File: src/hw/rtl/anl_pkg.sv
// ----------------------------------------------------------------------------
// anl_pkg
// shared types and constants for the annex b nal unit locator
// ----------------------------------------------------------------------------
package anl_pkg;

   localparam int POSITION_BITS   = 32;
   localparam int OUT_BITS        = 32;
   localparam int INDEX_BITS      = 16;
   localparam int TYPE_BITS       = 5;
   localparam int BYTE_BITS       = 8;
   localparam int WINDOW_BITS     = 24;
   localparam int QUEUE_DEPTH     = 4;
   localparam int QUEUE_PTR_BITS  = $clog2(QUEUE_DEPTH);
   localparam int QUEUE_CNT_BITS  = $clog2(QUEUE_DEPTH + 1);

   localparam logic [INDEX_BITS-1:0]  LIMIT_RESET   = INDEX_BITS'(50);
   localparam logic [BYTE_BITS-1:0]   ZERO_BYTE     = 8'h00;
   localparam logic [BYTE_BITS-1:0]   START_BYTE    = 8'h01;
   localparam logic [WINDOW_BITS-1:0] WINDOW_RESET  = '1;
   localparam logic [WINDOW_BITS-1:0] SHORT_CODE    = {ZERO_BYTE, ZERO_BYTE, START_BYTE};
   localparam logic [WINDOW_BITS-1:0] LONG_PREFIX   = {ZERO_BYTE, ZERO_BYTE, ZERO_BYTE};

   // one classified byte, handed from the front to the back
   typedef struct packed {
      logic [POSITION_BITS-1:0] position;
      logic [TYPE_BITS-1:0]     header_type;
      logic                     code4;
      logic                     code3;
      logic                     last;
   } token_type;

   typedef struct packed {
      logic full;
      logic empty;
   } queue_status_type;

endpackage

File: src/hw/rtl/anl_front.sv
// ----------------------------------------------------------------------------
// anl_front
// byte window and position tracking, start code classification
// ----------------------------------------------------------------------------
module anl_front (
   input  logic                          clock,
   input  logic                          reset,
   input  logic                          req_valid,
   output logic                          req_ready,
   input  logic [anl_pkg::BYTE_BITS-1:0] req_data_byte,
   input  logic                          req_stream_end,
   input  anl_pkg::queue_status_type     queue_status,
   output logic                          push,
   output anl_pkg::token_type            push_token
);
   import anl_pkg::*;

   logic [WINDOW_BITS-1:0]   window_ff, window_in;
   logic [POSITION_BITS-1:0] position_ff, position_in;
   logic                     transfer;

   assign req_ready = !queue_status.full;
   assign transfer  = req_valid && req_ready;
   assign push      = transfer;

   always_comb begin
      push_token.position    = position_ff;
      push_token.header_type = req_data_byte[TYPE_BITS-1:0];
      push_token.code4       = (window_ff == LONG_PREFIX) && (req_data_byte == START_BYTE);
      push_token.code3       = (window_ff == SHORT_CODE);
      push_token.last        = req_stream_end;
   end

   always_comb begin
      window_in   = window_ff;
      position_in = position_ff;
      if (transfer) begin
         if (req_stream_end) begin
            window_in   = WINDOW_RESET;
            position_in = '0;
         end else begin
            window_in   = {window_ff[WINDOW_BITS-BYTE_BITS-1:0], req_data_byte};
            position_in = position_ff + POSITION_BITS'(1);
         end
      end
   end

   always_ff @(posedge clock) begin
      if (reset) begin
         window_ff   <= WINDOW_RESET;
         position_ff <= '0;
      end else begin
         window_ff   <= window_in;
         position_ff <= position_in;
      end
   end

endmodule

File: src/hw/rtl/anl_queue.sv
// ----------------------------------------------------------------------------
// anl_queue
// short token queue between the front and the back
// ----------------------------------------------------------------------------
module anl_queue (
   input  logic                      clock,
   input  logic                      reset,
   input  logic                      push,
   input  anl_pkg::token_type        push_token,
   input  logic                      pop,
   output anl_pkg::token_type        pop_token,
   output anl_pkg::queue_status_type status
);
   import anl_pkg::*;

   token_type                 slots_ff [QUEUE_DEPTH];
   logic [QUEUE_PTR_BITS-1:0] wr_ptr_ff, wr_ptr_in;
   logic [QUEUE_PTR_BITS-1:0] rd_ptr_ff, rd_ptr_in;
   logic [QUEUE_CNT_BITS-1:0] count_ff, count_in;
   logic                      do_push, do_pop;

   assign status.full  = (count_ff == QUEUE_CNT_BITS'(QUEUE_DEPTH));
   assign status.empty = (count_ff == '0);
   assign do_push      = push && !status.full;
   assign do_pop       = pop && !status.empty;
   assign pop_token    = slots_ff[rd_ptr_ff];

   always_comb begin
      wr_ptr_in = wr_ptr_ff;
      rd_ptr_in = rd_ptr_ff;
      count_in  = count_ff;
      if (do_push) begin
         wr_ptr_in = (wr_ptr_ff == QUEUE_PTR_BITS'(QUEUE_DEPTH - 1)) ? '0
                   : wr_ptr_ff + QUEUE_PTR_BITS'(1);
      end
      if (do_pop) begin
         rd_ptr_in = (rd_ptr_ff == QUEUE_PTR_BITS'(QUEUE_DEPTH - 1)) ? '0
                   : rd_ptr_ff + QUEUE_PTR_BITS'(1);
      end
      if (do_push && !do_pop) begin
         count_in = count_ff + QUEUE_CNT_BITS'(1);
      end else if (do_pop && !do_push) begin
         count_in = count_ff - QUEUE_CNT_BITS'(1);
      end
   end

   always_ff @(posedge clock) begin
      if (do_push) begin
         slots_ff[wr_ptr_ff] <= push_token;
      end
   end

   always_ff @(posedge clock) begin
      if (reset) begin
         wr_ptr_ff <= '0;
         rd_ptr_ff <= '0;
         count_ff  <= '0;
      end else begin
         wr_ptr_ff <= wr_ptr_in;
         rd_ptr_ff <= rd_ptr_in;
         count_ff  <= count_in;
      end
   end

endmodule

File: src/hw/rtl/anl_back.sv
// ----------------------------------------------------------------------------
// anl_back
// unit open and close tracking, limit check and result register
// ----------------------------------------------------------------------------
module anl_back (
   input  logic                            clock,
   input  logic                            reset,
   input  logic                            csr_write_enable,
   input  logic [anl_pkg::INDEX_BITS-1:0]  csr_write_data,
   input  anl_pkg::queue_status_type       queue_status,
   input  anl_pkg::token_type              pop_token,
   output logic                            pop,
   output logic                            rsp_valid,
   input  logic                            rsp_ready,
   output logic [anl_pkg::INDEX_BITS-1:0]  rsp_unit_index,
   output logic [anl_pkg::OUT_BITS-1:0]    rsp_unit_offset,
   output logic [anl_pkg::OUT_BITS-1:0]    rsp_unit_size,
   output logic [anl_pkg::TYPE_BITS-1:0]   rsp_unit_type
);
   import anl_pkg::*;

   function automatic logic [OUT_BITS-1:0] fit_out(input logic [POSITION_BITS-1:0] v);
      logic [63:0] wide;
      wide = 64'(v);
      return wide[OUT_BITS-1:0];
   endfunction

   logic [INDEX_BITS-1:0]    limit_ff, limit_in;
   logic                     open_ff, open_in;
   logic [POSITION_BITS-1:0] offset_ff, offset_in;
   logic [TYPE_BITS-1:0]     type_ff, type_in;
   logic [INDEX_BITS-1:0]    reported_ff, reported_in;
   logic                     pending_ff, pending_in;

   logic                     valid_ff, valid_in;
   logic [INDEX_BITS-1:0]    index_ff, index_in;
   logic [OUT_BITS-1:0]      uoffset_ff, uoffset_in;
   logic [OUT_BITS-1:0]      usize_ff, usize_in;
   logic [TYPE_BITS-1:0]     utype_ff, utype_in;

   logic [POSITION_BITS-1:0] distance;
   logic [POSITION_BITS-1:0] size;
   logic [POSITION_BITS-1:0] emit_offset;
   logic [TYPE_BITS-1:0]     emit_type;
   logic                     emit;

   assign pop = !queue_status.empty && (!valid_ff || rsp_ready);
   assign distance = pop_token.position - offset_ff;

   assign limit_in = csr_write_enable ? csr_write_data : limit_ff;

   // unit tracking for one popped token
   always_comb begin
      open_in     = open_ff;
      offset_in   = offset_ff;
      type_in     = type_ff;
      reported_in = reported_ff;
      pending_in  = pending_ff;
      emit        = 1'b0;
      size        = '0;
      emit_offset = '0;
      emit_type   = '0;
      if (pop) begin
         if (open_ff) begin
            if (distance >= POSITION_BITS'(4) && (pop_token.code4 || pop_token.code3)) begin
               emit        = 1'b1;
               size        = distance - POSITION_BITS'(3);
               emit_offset = offset_ff;
               emit_type   = type_ff;
               open_in     = 1'b0;
            end
         end else if (pending_ff && (reported_ff < limit_ff)) begin
            open_in   = 1'b1;
            offset_in = pop_token.position;
            type_in   = pop_token.header_type;
         end
         // end of stream flushes an open unit, even a single header byte
         if (pop_token.last && open_in) begin
            emit        = 1'b1;
            size        = pop_token.position + POSITION_BITS'(1) - offset_in;
            emit_offset = offset_in;
            emit_type   = type_in;
            open_in     = 1'b0;
         end
         if (emit) begin
            reported_in = reported_ff + INDEX_BITS'(1);
         end
         pending_in = pop_token.code4 && !open_in;
         if (pop_token.last) begin
            open_in     = 1'b0;
            offset_in   = '0;
            type_in     = '0;
            reported_in = '0;
            pending_in  = 1'b0;
         end
      end
   end

   always_comb begin
      valid_in   = valid_ff;
      index_in   = index_ff;
      uoffset_in = uoffset_ff;
      usize_in   = usize_ff;
      utype_in   = utype_ff;
      if (pop && emit) begin
         valid_in   = 1'b1;
         index_in   = reported_ff;
         uoffset_in = fit_out(emit_offset);
         usize_in   = fit_out(size);
         utype_in   = emit_type;
      end else if (rsp_ready) begin
         valid_in   = 1'b0;
      end
   end

   always_ff @(posedge clock) begin
      if (reset) begin
         limit_ff    <= LIMIT_RESET;
         open_ff     <= 1'b0;
         offset_ff   <= '0;
         type_ff     <= '0;
         reported_ff <= '0;
         pending_ff  <= 1'b0;
         valid_ff    <= 1'b0;
      end else begin
         limit_ff    <= limit_in;
         open_ff     <= open_in;
         offset_ff   <= offset_in;
         type_ff     <= type_in;
         reported_ff <= reported_in;
         pending_ff  <= pending_in;
         valid_ff    <= valid_in;
      end
   end

   always_ff @(posedge clock) begin
      index_ff   <= index_in;
      uoffset_ff <= uoffset_in;
      usize_ff   <= usize_in;
      utype_ff   <= utype_in;
   end

   assign rsp_valid       = valid_ff;
   assign rsp_unit_index  = index_ff;
   assign rsp_unit_offset = uoffset_ff;
   assign rsp_unit_size   = usize_ff;
   assign rsp_unit_type   = utype_ff;

endmodule

File: src/hw/rtl/annexb_nal_unit_locator.sv
// ----------------------------------------------------------------------------
// annexb_nal_unit_locator
// annex b start code scanner reporting index, offset, size and type per unit
// ----------------------------------------------------------------------------
// the closing byte's token passes the queue before rsp_valid is registered
// throughput: one byte per cycle while the queue has room, set by the
//   combinational window compare in the front and unit update in the back
// a four-entry token queue absorbs result stalls before req_ready drops
// reset: synchronous, sets the window to all ones, clears position, unit
//   state and queue, and returns unit_limit to 50
module annexb_nal_unit_locator (
   input  logic                            clock,
   input  logic                            reset,
   input  logic                            req_valid,
   output logic                            req_ready,
   input  logic [anl_pkg::BYTE_BITS-1:0]   req_data_byte,
   input  logic                            req_stream_end,
   output logic                            rsp_valid,
   input  logic                            rsp_ready,
   output logic [anl_pkg::INDEX_BITS-1:0]  rsp_unit_index,
   output logic [anl_pkg::OUT_BITS-1:0]    rsp_unit_offset,
   output logic [anl_pkg::OUT_BITS-1:0]    rsp_unit_size,
   output logic [anl_pkg::TYPE_BITS-1:0]   rsp_unit_type,
   input  logic                            csr_write_enable,
   input  logic [anl_pkg::INDEX_BITS-1:0]  csr_write_data
);
   import anl_pkg::*;

   // classified bytes flow front -> queue -> back
   queue_status_type queue_status;
   token_type        push_token;
   token_type        pop_token;
   logic             push;
   logic             pop;

   // front: keeps the last three bytes and the byte position, flags codes
   anl_front u_front (
      .clock          (clock),
      .reset          (reset),
      .req_valid      (req_valid),
      .req_ready      (req_ready),
      .req_data_byte  (req_data_byte),
      .req_stream_end (req_stream_end),
      .queue_status   (queue_status),
      .push           (push),
      .push_token     (push_token)
   );

   // queue: lets the front keep taking bytes while a result waits
   anl_queue u_queue (
      .clock      (clock),
      .reset      (reset),
      .push       (push),
      .push_token (push_token),
      .pop        (pop),
      .pop_token  (pop_token),
      .status     (queue_status)
   );

   // back: opens and closes units, holds the limit, drives the result register
   anl_back u_back (
      .clock            (clock),
      .reset            (reset),
      .csr_write_enable (csr_write_enable),
      .csr_write_data   (csr_write_data),
      .queue_status     (queue_status),
      .pop_token        (pop_token),
      .pop              (pop),
      .rsp_valid        (rsp_valid),
      .rsp_ready        (rsp_ready),
      .rsp_unit_index   (rsp_unit_index),
      .rsp_unit_offset  (rsp_unit_offset),
      .rsp_unit_size    (rsp_unit_size),
      .rsp_unit_type    (rsp_unit_type)
   );

endmodule

File: config.mk
export PLATFORM = sky130hd
export DESIGN_NAME = annexb_nal_unit_locator
export DESIGN_NICKNAME = d
export VERILOG_FILES = /design/src/hw/rtl/anl_pkg.sv /design/src/hw/rtl/anl_front.sv /design/src/hw/rtl/anl_queue.sv /design/src/hw/rtl/anl_back.sv /design/src/hw/rtl/annexb_nal_unit_locator.sv
export SDC_FILE = /design/constraint.sdc
export NUM_CORES = 1
export LEC_CHECK = 0
export ABC_CLOCK_PERIOD_IN_PS = 6550
export BUFFER_PORTS_ARGS = -buffer_cell sky130_fd_sc_hd__buf_4
export CAP_MARGIN = 20
export CORE_ASPECT_RATIO = 1.5
export CORE_MARGIN = 8
export CORE_UTILIZATION = 45
export DETAILED_ROUTE_END_ITERATION = 8
export RECOVER_POWER = 25
export SYNTH_ARGS = -nofsm -noshare
export SYNTH_HDL_FRONTEND = slang
export SYNTH_HIERARCHICAL = 1
export SYNTH_SLANG_ARGS = --single-unit
File: constraint.sdc
create_clock -name clock -period 6.55 [get_ports clock]
set_input_delay 0.655 -clock clock [delete_from_list [all_inputs] [get_ports clock]]
set_output_delay 0.655 -clock clock [all_outputs]
set_load 0.01 [all_outputs]
==> metrics <==
status finished, violations left; failing checks capacitance limit, slew limit; initial antenna violation count 0; XOR/XNOR share of the synthesized area 4.496%; CP dominant cell by count ha_1; Total Routing Usage GR 19.73%; Reg clk slew, reported paths 0.06 ns; total gr overflow 0; DRC 0; DR vias/cell 5.793; LEAKAGE 8.322 nW; met1 usage in global routing 21.63%; fraction of the mapped netlist area in compound gates 13.77%; worst rel slew slack -157.0%; Final Util 51.60%; Final setup violation count 0; CP max stage cell a2111oi_0; CTS buffer count 39; fin crit share 91.07%; Die Wd 188.4 um; area leader, netlist edfxtp_1; cells on worst reg2reg path 22; Post-Syn Area 0.02007 mm^2; CP max FO 18; CP bufs+invs 2; Synth area leaders edfxtp_1, dfxtp_1, ha_1; layout cell share with drive strength beyond 1 15.07%; P&R area growth vs syn 14.32%; Warnings, synthesis 6; Top Ports 117; Worst Hold Slack 0.3211 ns; Inst Count DP 2465; Post-Synthesis Cells 1824; mux contribution to synthesized area 6.342%; commonest cells after routing, fill and taps aside edfxtp_1, nor2_1, nand2_1, buf_4, dfxtp_1; Critical Path Max Stage Delay 0.60 ns; critical path endpoint category flip-flop; Slew Viols, Final 73; ANT cells 0; ys async rst share 0%; cts hold-fix bufs 0; pwr/cell area 479.9 mW/mm^2; Yosys top cell area share 36.67%; # H-tree levels 2; FMAX 167.6 MHz; total power 11.01 mW; routed len/inst 20.67 um; Placement Rows 95; clk_skew 0.01827 ns; number of synthesized flops with an enable pin 245; syn_nets 1960; Clock Latency Late Sink 0.56 ns; post-DP HPWL 38890 um; CTS tree done; root buffer cell clkbuf_16; CTS resizes 0; non-filler cells, final 2540; routability cong. 0.9044; CP delay by family, top compound AO/OA/AOI/OAI gates; peak supply drop 0.2268 mV; TritonRoute pass-1 iters 5; Setup TNS Final 0 ns; Post-Synth Adder-Cell Area 6.722%; Hold Crit Class input port to flip-flop; Distinct cells, synth 92; die height 274.6 um; Critical Path AT 6.26 ns; RSZ-0062 raised after global routing no; DRT iter0 DRCs 789; post-CTS setup buffer count 0; worst path cell trace ha_1, a21o_1, a21o_1, a21oi_1, o2111a_1, nor2b_2, buf_4, mux2i_1, ha_1, ha_1, a211oi_1, o21ai_0, a2111oi_0, buf_4, o31a_1, o21ai_0, a41o_1, o21a_1, a221o_1, a21oi_1, xor2_1, o22ai_1; vias in the first global route 15000; commonest non-fill, non-tap cell in the layout edfxtp_1; Max-cap violations 1; Initial Util 45.14%; final net count 2063; Synth Register Bits 382; clock tree buffer depth 3; final WL 52510 um; first-pass GRT wire length 81300 um; busiest grt layer met2; post-synthesis simple-gate area fraction 14.38%; critical path class flip-flop to flip-flop; dominant synthesized flop cell edfxtp_1; main combinational cell family by area after synthesis simple AND/OR/NAND/NOR gates; post-synthesis sequential area ratio 50.33%; PortBufs 116; clock sink total 382; Via Count 14710; GR Util met2 37.34%; slew at the pin with the worst max-slew slack 3.854 ns; Mean Syn Cell Area 11.00 um^2; Die ar. 0.05174 mm^2; Hold Vio Cnt, Final 0; CP required 6.84 ns; largest net degree at the start of global routing 73; Worst setup SP type flip-flop; routing usage on met3 2.296%; Final ANT Viol Nets 0; shortest period the worst path allows 5.965 ns; Hold Crit Depth 3; Crit. path cell count 22; core area 0.04446 mm^2
[logic make-up after synthesis]
kind of cell / after synthesis
and+or+nand+nor: 574
AOI/OAI and AO/OA: 404
DFF: 382
buffers and inverters: 178
adders and majority gates: 106
xor gates and xnor gates: 103
muxes: 77
[worst min-delay path: cells and delay by family]
kind	cells	cell delay, ns
buf+inv	1	0.08
simple gates	2	0.11
[power breakdown]
group	leakage [nW]	internal [mW]	switching, mW
combinational	4.34	2.32	3.53
sequential	3.34	2.79	0.103
clock	0.642	1.30	0.975
[sequential cells by signal, indices dropped and copies added, names as in the netlist, named ones only]
name,count
u_back/limit_ff,16
u_queue/rd_ptr_ff,2
u_back/reported_ff,16
u_back/rsp_valid,1
u_front/window_ff,24
u_queue/slots_ff,160
u_back/rsp_unit_size,32
u_back/rsp_unit_index,16
u_back/pending_ff,1
u_queue/wr_ptr_ff,2
u_front/position_ff,32
u_back/rsp_unit_offset,32
u_queue/count_ff,3
u_back/open_ff,1
u_back/type_ff,5
u_back/offset_ff,32
u_back/rsp_unit_type,5
[metrics by stage]
step                      instance area, um^2  setup slack, ns
final                                   22940           0.5849
after global routing                    22940           0.1168
after CTS                               22890           0.5428
after detailed placement                21570           0.5706
after global placement                  21570           0.6758
after floorplan                         20070           0.7531
[synthesized netlist by cell type, types with 26 or more instances]
| master | count |
|---|---|
| edfxtp_1 | 245 |
| nor2_1 | 143 |
| nand2_1 | 140 |
| dfxtp_1 | 137 |
| a21oi_1 | 109 |
| ha_1 | 103 |
| inv_1 | 81 |
| nand3_1 | 68 |
| xor2_1 | 56 |
| clkbuf_1 | 51 |
| xnor2_1 | 47 |
| o21ai_0 | 43 |
| mux4_2 | 40 |
| mux2i_1 | 36 |
| o22ai_1 | 36 |
| and3_1 | 35 |
| nor3_1 | 34 |
| a21o_1 | 26 |
[final cells by class]
| type | count | area, um^2 |
|---|---|---|
| clock buffer | 50 | 1067 |
| clock inverter | 22 | 255.2 |
| fill | 3959 | 21520 |
| inverter | 85 | 337.8 |
| multi-input combinational | 1264 | 9188 |
| sequential | 382 | 10100 |
| tap | 582 | 728.2 |
| timing repair buffer | 155 | 1261 |
[per-layer routing]
metal	wire length, um	part of all wire (%)	up-vias
met5	0	0	-
li1	-	-	7074
met2	27560	52	377
met3	1894	3.6	113
met4	2268	4.3	0
met1	20790	40	7150
[path summary, 6_finish.rpt]
| path | start | to | slack [ns] |
|---|---|---|---|
| min | req_data_byte[5] | u_front/window_ff[5] | 0.32 |
| max reg2reg | u_back/reported_ff[9] | u_back/rsp_unit_size[30] | 0.58 |
| min reg2reg | u_back/pending_ff | u_back/pending_ff | 0.46 |
| max | u_back/reported_ff[9] | u_back/rsp_unit_size[30] | 0.58 |
No activity file was read; power rests on OpenSTA's default activity.
